**config.mk**
```make
export PLATFORM = sky130hd
export DESIGN_NAME = cpd_sqrt
export DESIGN_NICKNAME = d
export VERILOG_FILES = /design/src/rtl/cpd_pkg.sv /design/src/rtl/cpd_sqrt.sv
export SDC_FILE = /design/constraint.sdc
export NUM_CORES = 1
export LEC_CHECK = 0
export BUFFER_PORTS_ARGS = -buffer_cell sky130_fd_sc_hd__buf_4
export CAP_MARGIN = 40
export CORE_AREA = 2 2 139 141
export CTS_CLUSTER_SIZE = 12
export DETAILED_ROUTE_END_ITERATION = 8
export DIE_AREA = 0 0 141 143
export PLACE_DENSITY = 0.66
export SLEW_MARGIN = 0
export SYNTH_ARGS = -nofsm -noshare
export SYNTH_HDL_FRONTEND = slang
export SYNTH_SLANG_ARGS = --single-unit
```
**constraint.sdc**
```tcl
create_clock -name clock -period 5.6 [get_ports clock]
set_input_delay 0.28 -clock clock [delete_from_list [all_inputs] [get_ports clock]]
set_output_delay 0.28 -clock clock [all_outputs]
set_load 0.005 [all_outputs]
```
**src/rtl/cpd_pkg.sv**
```systemverilog
// Shared types and constants for the closest pair distance block.
package cpd_pkg;

   localparam int IN_COORD_W = 24;
   localparam int SQ_OUT_W   = 49;
   localparam int ROOT_W     = 41;
   localparam int FRAC_BITS  = 16;

   typedef struct packed {
      logic signed [IN_COORD_W-1:0] point_x;
      logic signed [IN_COORD_W-1:0] point_y;
      logic                         last_point;
   } req_type;

   typedef struct packed {
      logic [SQ_OUT_W-1:0] min_sq_distance;
      logic [ROOT_W-1:0]   min_distance_fixed;
      logic                too_few_points;
   } rsp_type;

   typedef struct packed {
      logic              done;
      logic [ROOT_W-1:0] root;
   } sqrt_stat_type;

   typedef enum logic [3:0] {
      ST_LOAD,
      ST_RD_I,
      ST_LATCH_I,
      ST_RD_J,
      ST_DIFF,
      ST_MULX,
      ST_MULY,
      ST_ACC,
      ST_SQRT
   } state_type;

endpackage

```
**src/rtl/cpd_sqrt.sv**
```systemverilog
// Iterative fixed-point square root, two radicand bits per cycle.
module cpd_sqrt (
   input  logic                           clock,
   input  logic                           reset,
   input  logic                           start,
   input  logic [cpd_pkg::SQ_OUT_W-1:0]   radicand,
   output cpd_pkg::sqrt_stat_type         stat
);
   import cpd_pkg::*;

   localparam int RAD_W  = 2 * ROOT_W;
   localparam int REM_W  = ROOT_W + 2;
   localparam int STEP_W = $clog2(ROOT_W);

   logic              running_ff, running_in;
   logic              done_ff, done_in;
   logic [STEP_W-1:0] step_ff, step_in;
   logic [RAD_W-1:0]  rad_ff, rad_in;
   logic [REM_W-1:0]  rem_ff, rem_in;
   logic [ROOT_W-1:0] root_ff, root_in;

   logic [REM_W-1:0]  rem_sh;
   logic [REM_W-1:0]  trial;
   logic              fits;

   assign rem_sh = {rem_ff[REM_W-3:0], rad_ff[RAD_W-1 -: 2]};
   assign trial  = {root_ff, 2'b01};
   assign fits   = (rem_sh >= trial);

   always_comb begin
      running_in = running_ff;
      done_in    = 1'b0;
      step_in    = step_ff;
      rad_in     = rad_ff;
      rem_in     = rem_ff;
      root_in    = root_ff;
      if (start) begin
         running_in = 1'b1;
         step_in    = '0;
         rad_in     = RAD_W'({radicand, {(2 * FRAC_BITS){1'b0}}});
         rem_in     = '0;
         root_in    = '0;
      end else if (running_ff) begin
         rad_in  = rad_ff << 2;
         rem_in  = fits ? (rem_sh - trial) : rem_sh;
         root_in = {root_ff[ROOT_W-2:0], fits};
         step_in = step_ff + STEP_W'(1);
         if (step_ff == STEP_W'(ROOT_W - 1)) begin
            running_in = 1'b0;
            done_in    = 1'b1;
         end
      end
   end

   always_ff @(posedge clock) begin
      if (reset) begin
         running_ff <= 1'b0;
         done_ff    <= 1'b0;
      end else begin
         running_ff <= running_in;
         done_ff    <= done_in;
      end
      step_ff <= step_in;
      rad_ff  <= rad_in;
      rem_ff  <= rem_in;
      root_ff <= root_in;
   end

   assign stat.done = done_ff;
   assign stat.root = root_ff;

endmodule

```
# Word-level counts from Yosys, hierarchy flattened
# Cells that the tools add are included.
# totals
regBits,140
input_bits,52
elab_cells,21
# op_classes
addsub,2
magnitude_cmp,1
eq_ne,1
n_mux,7
bitwise_logic,1
n_reduce_logical,2
# op_table
operator,count
$mux 81,2
$ge 43x43->1,1
$mux 41,1
$sub 41x41->41,1
$add 6x1->6 const B,1
$eq 6x6->1 const B,1
$mux 1,4
$reduce_or 3->1,1
$reduce_bool 2->1,1
$not 1->1,1

# Depth between registers and ports, before layout
# Gate-level depths: netlist (run 1).
# logic_depth
ltp_word,4
ltp_mapped,14
ltp_nobuf,11

# Worst setup path before layout (run 1)
# No wires, ideal clock.
# synth_path
kind,reg2reg
from,register root_ff[0]
to,register rem_ff[5]
setup_ps,79
t_arrival_ps,2810
required_time_ps,5521
slack_ps,2711
stages_incl_launch_ff,13
path_buffers,1
path_cell_list,dfxtp_1 inv_1 ha_1 o211ai_1 o21bai_4 o2111ai_2 a21oi_2 o41ai_4 a2111o_1 buf_6 nand2_8 mux2_4 a211oi_2
# synth_via
elab_chain_len,2
elab_cells_between_ends,3
# synth_rtl
item,line_no,text
start: declaration,cpd_sqrt.sv:20,"logic [ROOT_W-1:0] root_ff, root_in;"
start signal: assignment,cpd_sqrt.sv:66,root_ff <= root_in;
$sub 41x41->41 / $ge 43x43->1 (equally long branches),"cpd_sqrt.sv:45, cpd_sqrt.sv:28",
$mux 41 *,cpd_sqrt.sv:45,rem_in = fits ? (rem_sh - trial) : rem_sh;
end signal: assignment,cpd_sqrt.sv:65,rem_ff <= rem_in;
end: declaration,cpd_sqrt.sv:19,"logic [REM_W-1:0] rem_ff, rem_in;"
# Mark *: on every way between the ends. The rest lies on a longest branch, timed or not.
# A chain may end at the register's enable or synchronous reset.

# Worst setup path in the final report (run 1)
# layout_path
from,register root_ff[0]
to,register rem_ff[40]
# Same word-level chain as after synthesis.

==> results of run 1 <==
-- power by group through the flow --
stage	combinational, mW	sequential (mW)	clock [mW]
detailed placement	1.37	1.24	0
floorplan	1.13	1.21	0
finish	1.38	1.22	1.13
global placement	1.37	1.24	0
global route	1.54	1.23	1.21
CTS	1.38	1.22	1.16
-- path summary, 6_finish.rpt --
path / startpoint / depth (start not counted) / slack, ns / endpoint
hold / removal: radicand[0] / 2 / 0.13 / rad_ff[32]
setup reg to reg: root_ff[0] / 12 / 1.99 / rem_ff[40]
setup / recovery: root_ff[0] / 12 / 1.99 / rem_ff[40]
hold reg to reg: rem_ff[1] / 2 / 0.49 / rem_ff[1]
-- synth_stat cells, drive strengths merged (4+ instances only) --
library cell | number | area [µm²]
o21bai | 11 | 93.8
and3 | 6 | 37.5
o21a | 5 | 37.5
nand4 | 14 | 87.6
ha | 45 | 563
nor2b | 6 | 37.5
mux2 | 49 | 556
clkbuf | 30 | 114
nand2 | 62 | 249
a311oi | 15 | 131
a31oi | 7 | 43.8
o21ai | 27 | 135
nor3 | 7 | 45.0
nor4 | 4 | 25.0
dfxtp | 91 | 1820
nand2b | 6 | 37.5
nor2 | 106 | 398
a21o | 29 | 218
o211ai | 7 | 57.6
edfxtp | 49 | 1470
inv | 57 | 214
a21oi | 48 | 244
xor2 | 19 | 166
xnor2 | 18 | 158
a211oi | 24 | 185
and2 | 6 | 37.5
mux2i | 59 | 591
nand3 | 11 | 55.1
buf | 25 | 140
-- cells by family (layout without fill, tap and decap cells) --
logic type,after synthesis,in the layout
fa+ha+maj,45,45
buf+inv,112,187
compound gates,199,199
simple gates,239,239
mux,108,108
xor+xnor,37,37
flops,140,140
-- per-stage QoR --
step	utilization	instances	area, µm²	hold slack, ns
floorplan	-	880	8320	0.352
global placement	0.489	1155	9080	0.440
detailed placement	0.490	1156	9100	0.441
CTS	0.523	1189	9710	0.121
global route	0.523	1189	9710	0.128
finish	0.523	1189	9710	0.133
-- repair_timing --
item                                   4_1_cts  5_1_grt
hold buffers                                 1        0
resized for setup                            0        0
endpoints found under the hold margin        1        0
-- routing by layer --
metal,vias up,share of wire,global-route usage
li1,3284,-,-
met2,129,0.46,0.300
met4,0,0.014,0.0537
met5,-,0,0
met3,23,0.048,0.0520
met1,3031,0.48,0.253
-- registers in the layout, indices dropped and copies added (netlist names) --
signal      flops
done_ff         1
rad_ff         50
rem_ff         41
root_ff        41
running_ff      1
step_ff         6
-- layout make-up --
type	instances	area, µm²	area share
Sequential cell	140	3300	0.339
Clock inverter	15	171	0.0177
Clock buffer	17	425	0.0438
Inverter	57	214	0.0220
Tap cell	234	293	0.0301
Timing Repair Buffer	98	751	0.0773
Multi-Input combinational cell	628	4560	0.470
-- worst max-delay path: stages (launching register included) --
cell,delay (ns)
dfxtp_1,0.37
inv_1,0.06
ha_1,0.35
o211ai_1,0.28
o21bai_4,0.11
o2111ai_2,0.20
a21oi_2,0.12
o41ai_4,0.58
a2111oi_4,0.17
nor2_1,0.54
buf_4,0.34
nor4_1,0.09
o31a_1,0.27
-- placed cells by master, fill, tap and decap left out, types with 3 or more instances in the layout --
master,Yosys,routed
a211oi_1,23,23
a21o_1,29,29
a21oi_1,47,47
a311oi_1,15,15
a31oi_1,7,7
a41oi_1,3,3
and2_1,6,6
and3_1,6,6
buf_4,2,96
clkbuf_16,0,17
dfxtp_1,91,90
edfxtp_1,49,49
ha_1,45,45
inv_1,56,56
inv_6,0,4
inv_8,0,4
mux2_2,48,48
mux2i_1,59,59
nand2_1,61,61
nand2b_1,6,6
nand3_1,11,11
nand4_1,14,14
nor2_1,106,106
nor2b_1,6,6
nor3_1,5,5
nor4_1,4,4
o211a_1,3,3
o211ai_1,6,6
o21a_1,5,5
o21ai_0,26,26
o21bai_1,10,10
or3_1,3,3
xnor2_1,18,18
xor2_1,19,19
==> impl_results.md, run 1 <==
- Worst-Skew Late Latency: 0.43 ns
- Rows: 50
- Async S/R FF share, synth: 0
- Post-place setup slack: 1.99 ns
- # Post-CTS Setup Buffers: 0
- Psw: 1.36 mW
- Crit path launch type: register
- Sequential element share of the synthesized area: 0.396
- Vias in the first global route: 6237
- Design Power: 3.73 mW
- Initial Util: 0.448
- DP HPWL: 12900 µm
- First-pass GRT wire length: 30800 µm
- Fillers: 1711
- Core area: 18600 µm²
- Vias per cell: 5.44
- Internal: 2.38 mW
- Max-Cap Viols: 0
- Fin crit period: 3.61 ns
- Max Fclk: 0.277 GHz
- H-tree depth: 4
- Fin. Hold Viols: 0
- Syn Inst Count: 880
- Flop pwr share: 0.326
- Clock transition at path regs: 0.07 ns
- Share of cells above drive strength 1: 0.203
- Final worst-path setup slack: 1.99 ns
- Worst Hold Class: in -> reg
- CTS tree: done
- Post-synthesis compound-gate area fraction: 0.172
- Via count: 6467
- Drt first pass iters: 5
- P_leak: 4.06 nW
- Syn Area/Cell: 9.46 µm²
- Worst Skew: 0.0109 ns
- DRC viols: 0
- Area delta synth->final: 16.7%
- All-Layer GR Usage: 0.189
- Pwr/cell area: 385 nW/µm²
- Synthesized-area fraction occupied by adder cells: 0.0677
- Outcome: finished clean
- Routed len/inst: 15.5 µm
- Top_reg_cell synth: dfxtp_1
- Setup Total Neg Slack: 0 ns
- Count of final setup violators: 0
- Gr ovfl total: 0
- Distinct cells, synth: 67
- RSZ-0062 raised after global routing: no
- Yosys warns: 0
- Proportion of synthesized area in mux cells: 0.138
- Net Sw Frac: 0.363
- Die height: 143 µm
- Root Buffer: clkbuf_16
- Peak supply drop: 0.245 mV
- EDFF count, synth: 49
- Antenna-violating nets left: 0
- Fin crit share: 0.644
- Worst EP arrival: 3.93 ns
- Syn Nets: 977
- Main combinational cell family by area after synthesis: compound AO/OA/AOI/OAI gates
- CTS buffer count: 17
- Worst Path Max Fanout: 15
- Crit path capture type: register
- I/O Buffers: 93
- Combinational fraction of design power: 0.371
- Netlist Area Pre-Place: 8320 µm²
- Die Width: 141 µm
- Simple-gate share of the synthesized area: 0.132
- Number of synthesized register bits: 140
- Post-synthesis xor/xnor area fraction: 0.0389
- # clock sinks: 140
- Die footprint: 20200 µm²
- Layout Nets: 1039
- Ports: 94
- Final Max Slew Viols: 0
- Initial antenna violation count: 0
- DRT Wirelength: 18400 µm
- Ant diodes: 0
- CTS max path bufs: 2
- WP data required: 5.92 ns
- Gp weighted congestion: 0.894
- Relative slew slack: 0.419
- Largest net degree at the start of global routing: 73
- Setup Crit Path Kind: reg -> reg
- Worst-margin pin slew: 0.871 ns
- Clock Power Share: 0.304
- Iteration-0 DRC Markers: 381
No activity file was read; power rests on OpenSTA's default activity.
==> run 2, diff against run 1 <==
- clock period: 5.6 -> 3.5 ns (I/O delays scaled with it)
==> impl_results.md, run 2 (synthesized netlist as in run 1, its figures left out) <==
- Outcome: finished clean
- DRC viols: 0 (unchanged)
- Worst-margin pin slew: 0.834 ns (-0.0372 ns)
- All-Layer GR Usage: 0.186 (-0.00309)
- Fin crit share: 0.924 (+0.279)
- CP bufs+invs: 2 (unchanged)
- Peak supply drop: 0.423 mV (+72%)
- Regs by FF count: rad_ff x50, rem_ff x41, root_ff x41
- Die Width: 141 µm (unchanged)
- Die footprint: 20200 µm² (unchanged)
- Share of cells above drive strength 1: 0.216 (+0.0124)
- Setup Crit Path Kind: reg -> reg
- Drt first pass iters: 4 (-1)
- Largest register FFs: 50 (unchanged)
- Antenna-violating nets left: 0 (unchanged)
- Final Max Slew Viols: 0 (unchanged)
- Vias per cell: 5.39 (-0.85%)
- RSZ-0062 raised after global routing: no
- Core area: 18600 µm² (unchanged)
- First-pass GRT wire length: 30400 µm (-1.6%)
- Setup Total Neg Slack: 0 ns (unchanged)
- Top Metal Used: met4
- Crit-path slowest cell: a2111o_1
- Via count: 6466 (-0.015%)
- DRT Wirelength: 18400 µm (-0.24%)
- CTS tree: done
- Rows: 50 (unchanged)
- Vias in the first global route: 6259 (+0.35%)
- # clock sinks: 140 (unchanged)
- Relative slew slack: 0.444 (+0.0248)
- Worst Hold Class: in -> reg
- Max Fclk: 0.309 GHz (+12%)
- Ant diodes: 0 (unchanged)
- Post-Place Cells: 1166 (+0.87%)
- Worst-Skew Late Latency: 0.43 ns (about the same)
- WP data required: 3.84 ns (-2.08 ns)
- Initial Util: 0.448 (unchanged)
- Most common cell after layout, fill and taps aside: nor2_1
- Gr ovfl total: 0 (unchanged)
- H-tree depth: 4 (unchanged)
- Crit path launch type: register
- CTS buffer count: 17 (unchanged)
- Worst-path cell chain: inv_1 > ha_1 > nand2_1 > o21bai_2 > nor2_1 > a21oi_1 > o41ai_4 > a2111o_1 > buf_4 > a221oi_1 > a31oi_1 > a311oi_1
- Delay-heaviest family, CP: compound AO/OA/AOI/OAI gates
- I/O Buffers: 93 (unchanged)
- Ports: 94 (unchanged)
- Worst Skew: 0.0100 ns (-0.000932 ns)
- Fin crit period: 3.23 ns (-0.375 ns)
- Count of final setup violators: 0 (unchanged)
- Initial antenna violation count: 0 (unchanged)
- Max-Cap Viols: 0 (unchanged)
- Layout Nets: 1049 (+0.96%)
- Crit path capture type: register
- Worst Path Max Fanout: 8 (-7)
- Pwr/cell area: 617 nW/µm² (+61%)
- WL met3: 720 µm (-19%)
- Iteration-0 DRC Markers: 377 (-1.0%)
- Crit path largest cell delay: 0.49 ns (-0.09 ns)
- Routed len/inst: 15.3 µm (-1.1%)
- Largest reg by FF count: rad_ff
- Most frequent cells in the layout: nor2_1 (106), buf_4 (105), dfxtp_1 (90), nand2_1 (61), mux2i_1 (59)
- Met1 WL: 8850 µm (+0.32%)
- Fin. Hold Viols: 0 (unchanged)
- Gp weighted congestion: 0.864 (-3.3%)
- Fillers: 1700 (-0.64%)
- Die height: 143 µm (unchanged)
- Area delta synth->final: 17.9%
- P_leak: 4.12 nW (+1.6%)
- Met2 WL: 8550 µm (+1.1%)
- Clock transition at path regs: 0.07 ns (about the same)
- CTS max path bufs: 2 (unchanged)
- Largest net degree at the start of global routing: 73 (unchanged)
- Fin cells: 1199 (+0.84%)
- Worst EP arrival: 3.57 ns (-0.36 ns)
- Root Buffer: clkbuf_16
- DP HPWL: 12800 µm (-0.14%)
run 2: final timing paths:
check              start          to  slack (ns)  cells past startpoint
max          root_ff[20]  rem_ff[32]        0.27                     12
min          radicand[1]  rad_ff[33]        0.02                      2
max reg2reg  root_ff[20]  rem_ff[32]        0.27                     12
min reg2reg   step_ff[5]     done_ff        0.48                      2
run 2: layout make-up:
cell class	count	area, µm²	share of cell area
Multi-Input combinational cell	628	4570	0.466
Sequential cell	140	3300	0.336
Timing Repair Buffer	108	846	0.0862
Clock buffer	17	425	0.0434
Tap cell	234	293	0.0298
Inverter	57	214	0.0218
Clock inverter	15	169	0.0172
run 2: through the flow:
step | power [mW] | hold slack, ns | utilization | cell area (µm²) | setup slack (ns)
global placement | 4.23 | 0.337 | 0.494 | 9170 | 0.256
global route | 6.42 | 0.0242 | 0.528 | 9810 | 0.00217
CTS | 6.10 | 0.00837 | 0.528 | 9800 | 0.150
detailed placement | 4.23 | 0.337 | 0.495 | 9200 | 0.189
finish | 6.06 | 0.0231 | 0.528 | 9810 | 0.268
floorplan | 3.74 | 0.247 | - | 8320 | 0.611
run 2: timing repair:
action	in CTS	in global routing
hold buffers	1	0
gates resized for setup	0	3
endpoints found under the setup margin	0	5
endpoints found under the hold margin	2	0
setup buffers	0	0
run 2: metal layers:
| layer | GRT usage | vias up |
|---|---|---|
| met4 | 0.0574 | 0 |
| met3 | 0.0466 | 19 |
| met5 | 0 | - |
| met1 | 0.252 | 3045 |
| li1 | - | 3291 |
| met2 | 0.293 | 111 |
run 2: power by group:
part | switching, mW | total, mW | leakage [nW] | internal (mW)
combinational | 1.30 | 2.30 | 2.59 | 0.999
sequential | 0.0870 | 1.93 | 1.24 | 1.84
clock | 0.817 | 1.84 | 0.296 | 1.02
==> run 3, diff against run 2 <==
- BUFFER_PORTS_ARGS: -buffer_cell sky130_fd_sc_hd__buf_4 -> unset
- DONT_BUFFER_PORTS: unset -> 1
- PLACE_DENSITY: 0.66 -> unset
- PLACE_DENSITY_LB_ADDON: unset -> 0.08
==> impl_results.md, run 3 (synthesized netlist as in run 1, its figures left out) <==
- Setup Crit Path Kind: reg -> reg
- Worst Path Max Fanout: 8 (unchanged)
- Initial Util: 0.448 (unchanged)
- CTS tree: done
- Vias in the first global route: 6464 (+3.3%)
- Routed len/inst: 16.8 µm (+9.8%)
- Layout Nets: 1024 (-2.4%)
- Clock Power Share: 0.306 (+0.003)
- Core area: 18600 µm² (unchanged)
- Most common cell after layout, fill and taps aside: nor2_1
- Max-Cap Viols: 0 (unchanged)
- Clock transition at path regs: 0.06 ns (about the same)
- Ant diodes: 0 (unchanged)
- Initial antenna violation count: 0 (unchanged)
- CTS buffer count: 17 (unchanged)
- Post-Place Cell Area: 8590 µm² (-6.6%)
- Antenna-violating nets left: 0 (unchanged)
- Internal: 3.98 mW (+3.2%)
- All-Layer GR Usage: 0.200 (+0.0143)
- RSZ-0062 raised after global routing: no
- Psw: 2.23 mW (+1.5%)
- Largest net degree at the start of global routing: 139 (+90%)
- Relative slew slack: 0.501 (+0.0566)
- Fin cells: 1174 (-2.1%)
- Sequential Area: 3300 µm² (unchanged)
- Fin. Hold Viols: 0 (unchanged)
- Gp weighted congestion: 0.902 (+4.4%)
- Peak supply drop: 0.357 mV (-15%)
- Iteration-0 DRC Markers: 324 (-14%)
- DP HPWL: 13700 µm (+6.7%)
- Largest reg by FF count: rad_ff
- Crit path capture type: register
- CTS max path bufs: 2 (unchanged)
- Vias per cell: 5.50 (+2.1%)
- Drt first pass iters: 4 (unchanged)
- Ports: 94 (unchanged)
- Rows: 50 (unchanged)
- Pwr/cell area: 635 nW/µm² (+2.9%)
- WP data required: 3.84 ns (about the same)
- Die height: 143 µm (unchanged)
- Root Buffer: clkbuf_16
- # clock sinks: 140 (unchanged)
- DRT Wirelength: 19700 µm (+7.5%)
- Max Fclk: 0.307 GHz (-0.93%)
- Hold path start: start
- Gr ovfl total: 0 (unchanged)
- Regs by FF count: rad_ff x50, rem_ff x41, root_ff x41
- Worst Skew: 0.00830 ns (-0.00170 ns)
- Multi-input logic area: 4570 µm² (about the same)
- Final instance area: 9780 µm² (-0.33%)
- Worst-Skew Late Latency: 0.43 ns (about the same)
- RR Startpoint: root_ff[7]
- Crit path launch type: register
- Worst EP arrival: 3.60 ns (+0.03 ns)
- Fillers: 1683 (-1.0%)
- Die Width: 141 µm (unchanged)
- Flop pwr share: 0.312 (-0.006)
- Worst-margin pin slew: 0.749 ns (-0.0849 ns)
- I/O Buffers: 0 (-100%)
- Area delta synth->final: 17.5%
- Via count: 6461 (-0.077%)
- Crit path from: root_ff[7]
- H-tree depth: 4 (unchanged)
- Worst Hold Class: in -> reg
- First-pass GRT wire length: 32100 µm (+5.9%)
- Outcome: finished clean
- Final Max Slew Viols: 0 (unchanged)
- Setup Total Neg Slack: 0 ns (unchanged)
- Combinational fraction of design power: 0.383 (+0.004)
- Fin crit share: 0.932 (+0.00864)
- Fin crit period: 3.26 ns (+0.0302 ns)
- Post-Place Cells: 1088 (-6.7%)
- Die footprint: 20200 µm² (unchanged)
- Largest register FFs: 50 (unchanged)
- DRC viols: 0 (unchanged)
- Share of cells above drive strength 1: 0.141 (-0.0741)
- Net Sw Frac: 0.360 (-0.00369)
- P_leak: 3.95 nW (-4.1%)
- Count of final setup violators: 0 (unchanged)
- Most frequent cells in the layout: nor2_1 (105), dfxtp_1 (90), nand2_1 (61), mux2i_1 (59), inv_1 (56)
-- run 3: cell count changes in the layout (fill, tap and decap cells not counted), sizes merged --
| cell | change |
|---|---|
| bufinv | +1 |
| clkinv | -3 |
| buf | -76 |
| inv | +1 |
| clkinvlp | +1 |
| dlygate4sd3 | +51 |
-- run 3: worst paths after layout --
kind | endpoint | slack, ns | cells after the start
worst max register to register | rem_ff[32] | 0.24 | 12
worst max-delay path | rem_ff[32] | 0.24 | 12
worst min register to register | rad_ff[81] | 0.49 | 2
worst min-delay path | root_ff[37] | 0.19 | 2
-- run 3: metrics by stage --
step / utilization / hold WS, ns / total power [mW] / setup WS, ns
after floorplan: - / 0.247 / 3.74 / 0.611
after global placement: 0.463 / 0.242 / 4.23 / 0.230
after detailed placement: 0.463 / 0.244 / 4.23 / 0.184
after CTS: 0.525 / 0.217 / 6.26 / 0.179
after global routing: 0.526 / 0.232 / 6.58 / 0.00516
final: 0.526 / 0.191 / 6.21 / 0.237
-- run 3: layer usage --
layer / share of wire / GRT usage / routed length, µm
met5: 0 / 0 / 0
met3: 0.046 / 0.0530 / 905
met4: 0.016 / 0.0616 / 313
met1: 0.47 / 0.256 / 9180
met2: 0.47 / 0.332 / 9350
-- run 3: area by class of cell --
class,instances,area share
clock buffer,17,0.0435
clock inverter,15,0.0197
inverter,57,0.0219
multi-input combinational,628,0.468
sequential,140,0.337
tap,234,0.0299
timing repair buffer,83,0.0803
-- run 3: worst max-delay path, stage by stage, from the launching register on --
cell and delay, ns:
dfxtp_1 0.41, inv_1 0.07, ha_1 0.42, nand2_1 0.07
o21ai_0 0.27, a21oi_1 0.15, a21oi_2 0.24, o41ai_4 0.15
a2111o_1 0.57, buf_4 0.20, a221oi_1 0.28, a31oi_1 0.07
a311oi_1 0.27
-- run 3: power by group through the flow --
stage               clock network [mW]  registers, mW  logic (mW)
global placement                     0           1.97        2.27
finish                            1.90           1.94        2.38
floorplan                            0           1.93        1.81
global route                      2.02           1.95        2.61
detailed placement                   0           1.97        2.27
CTS                               1.96           1.94        2.36
-- run 3: what timing repair did --
item	CTS	global route
endpoints found under the setup margin	0	4
hold endpoints to repair	140	0
setup buffers	0	1
resized for setup	0	5
hold buffers	53	0
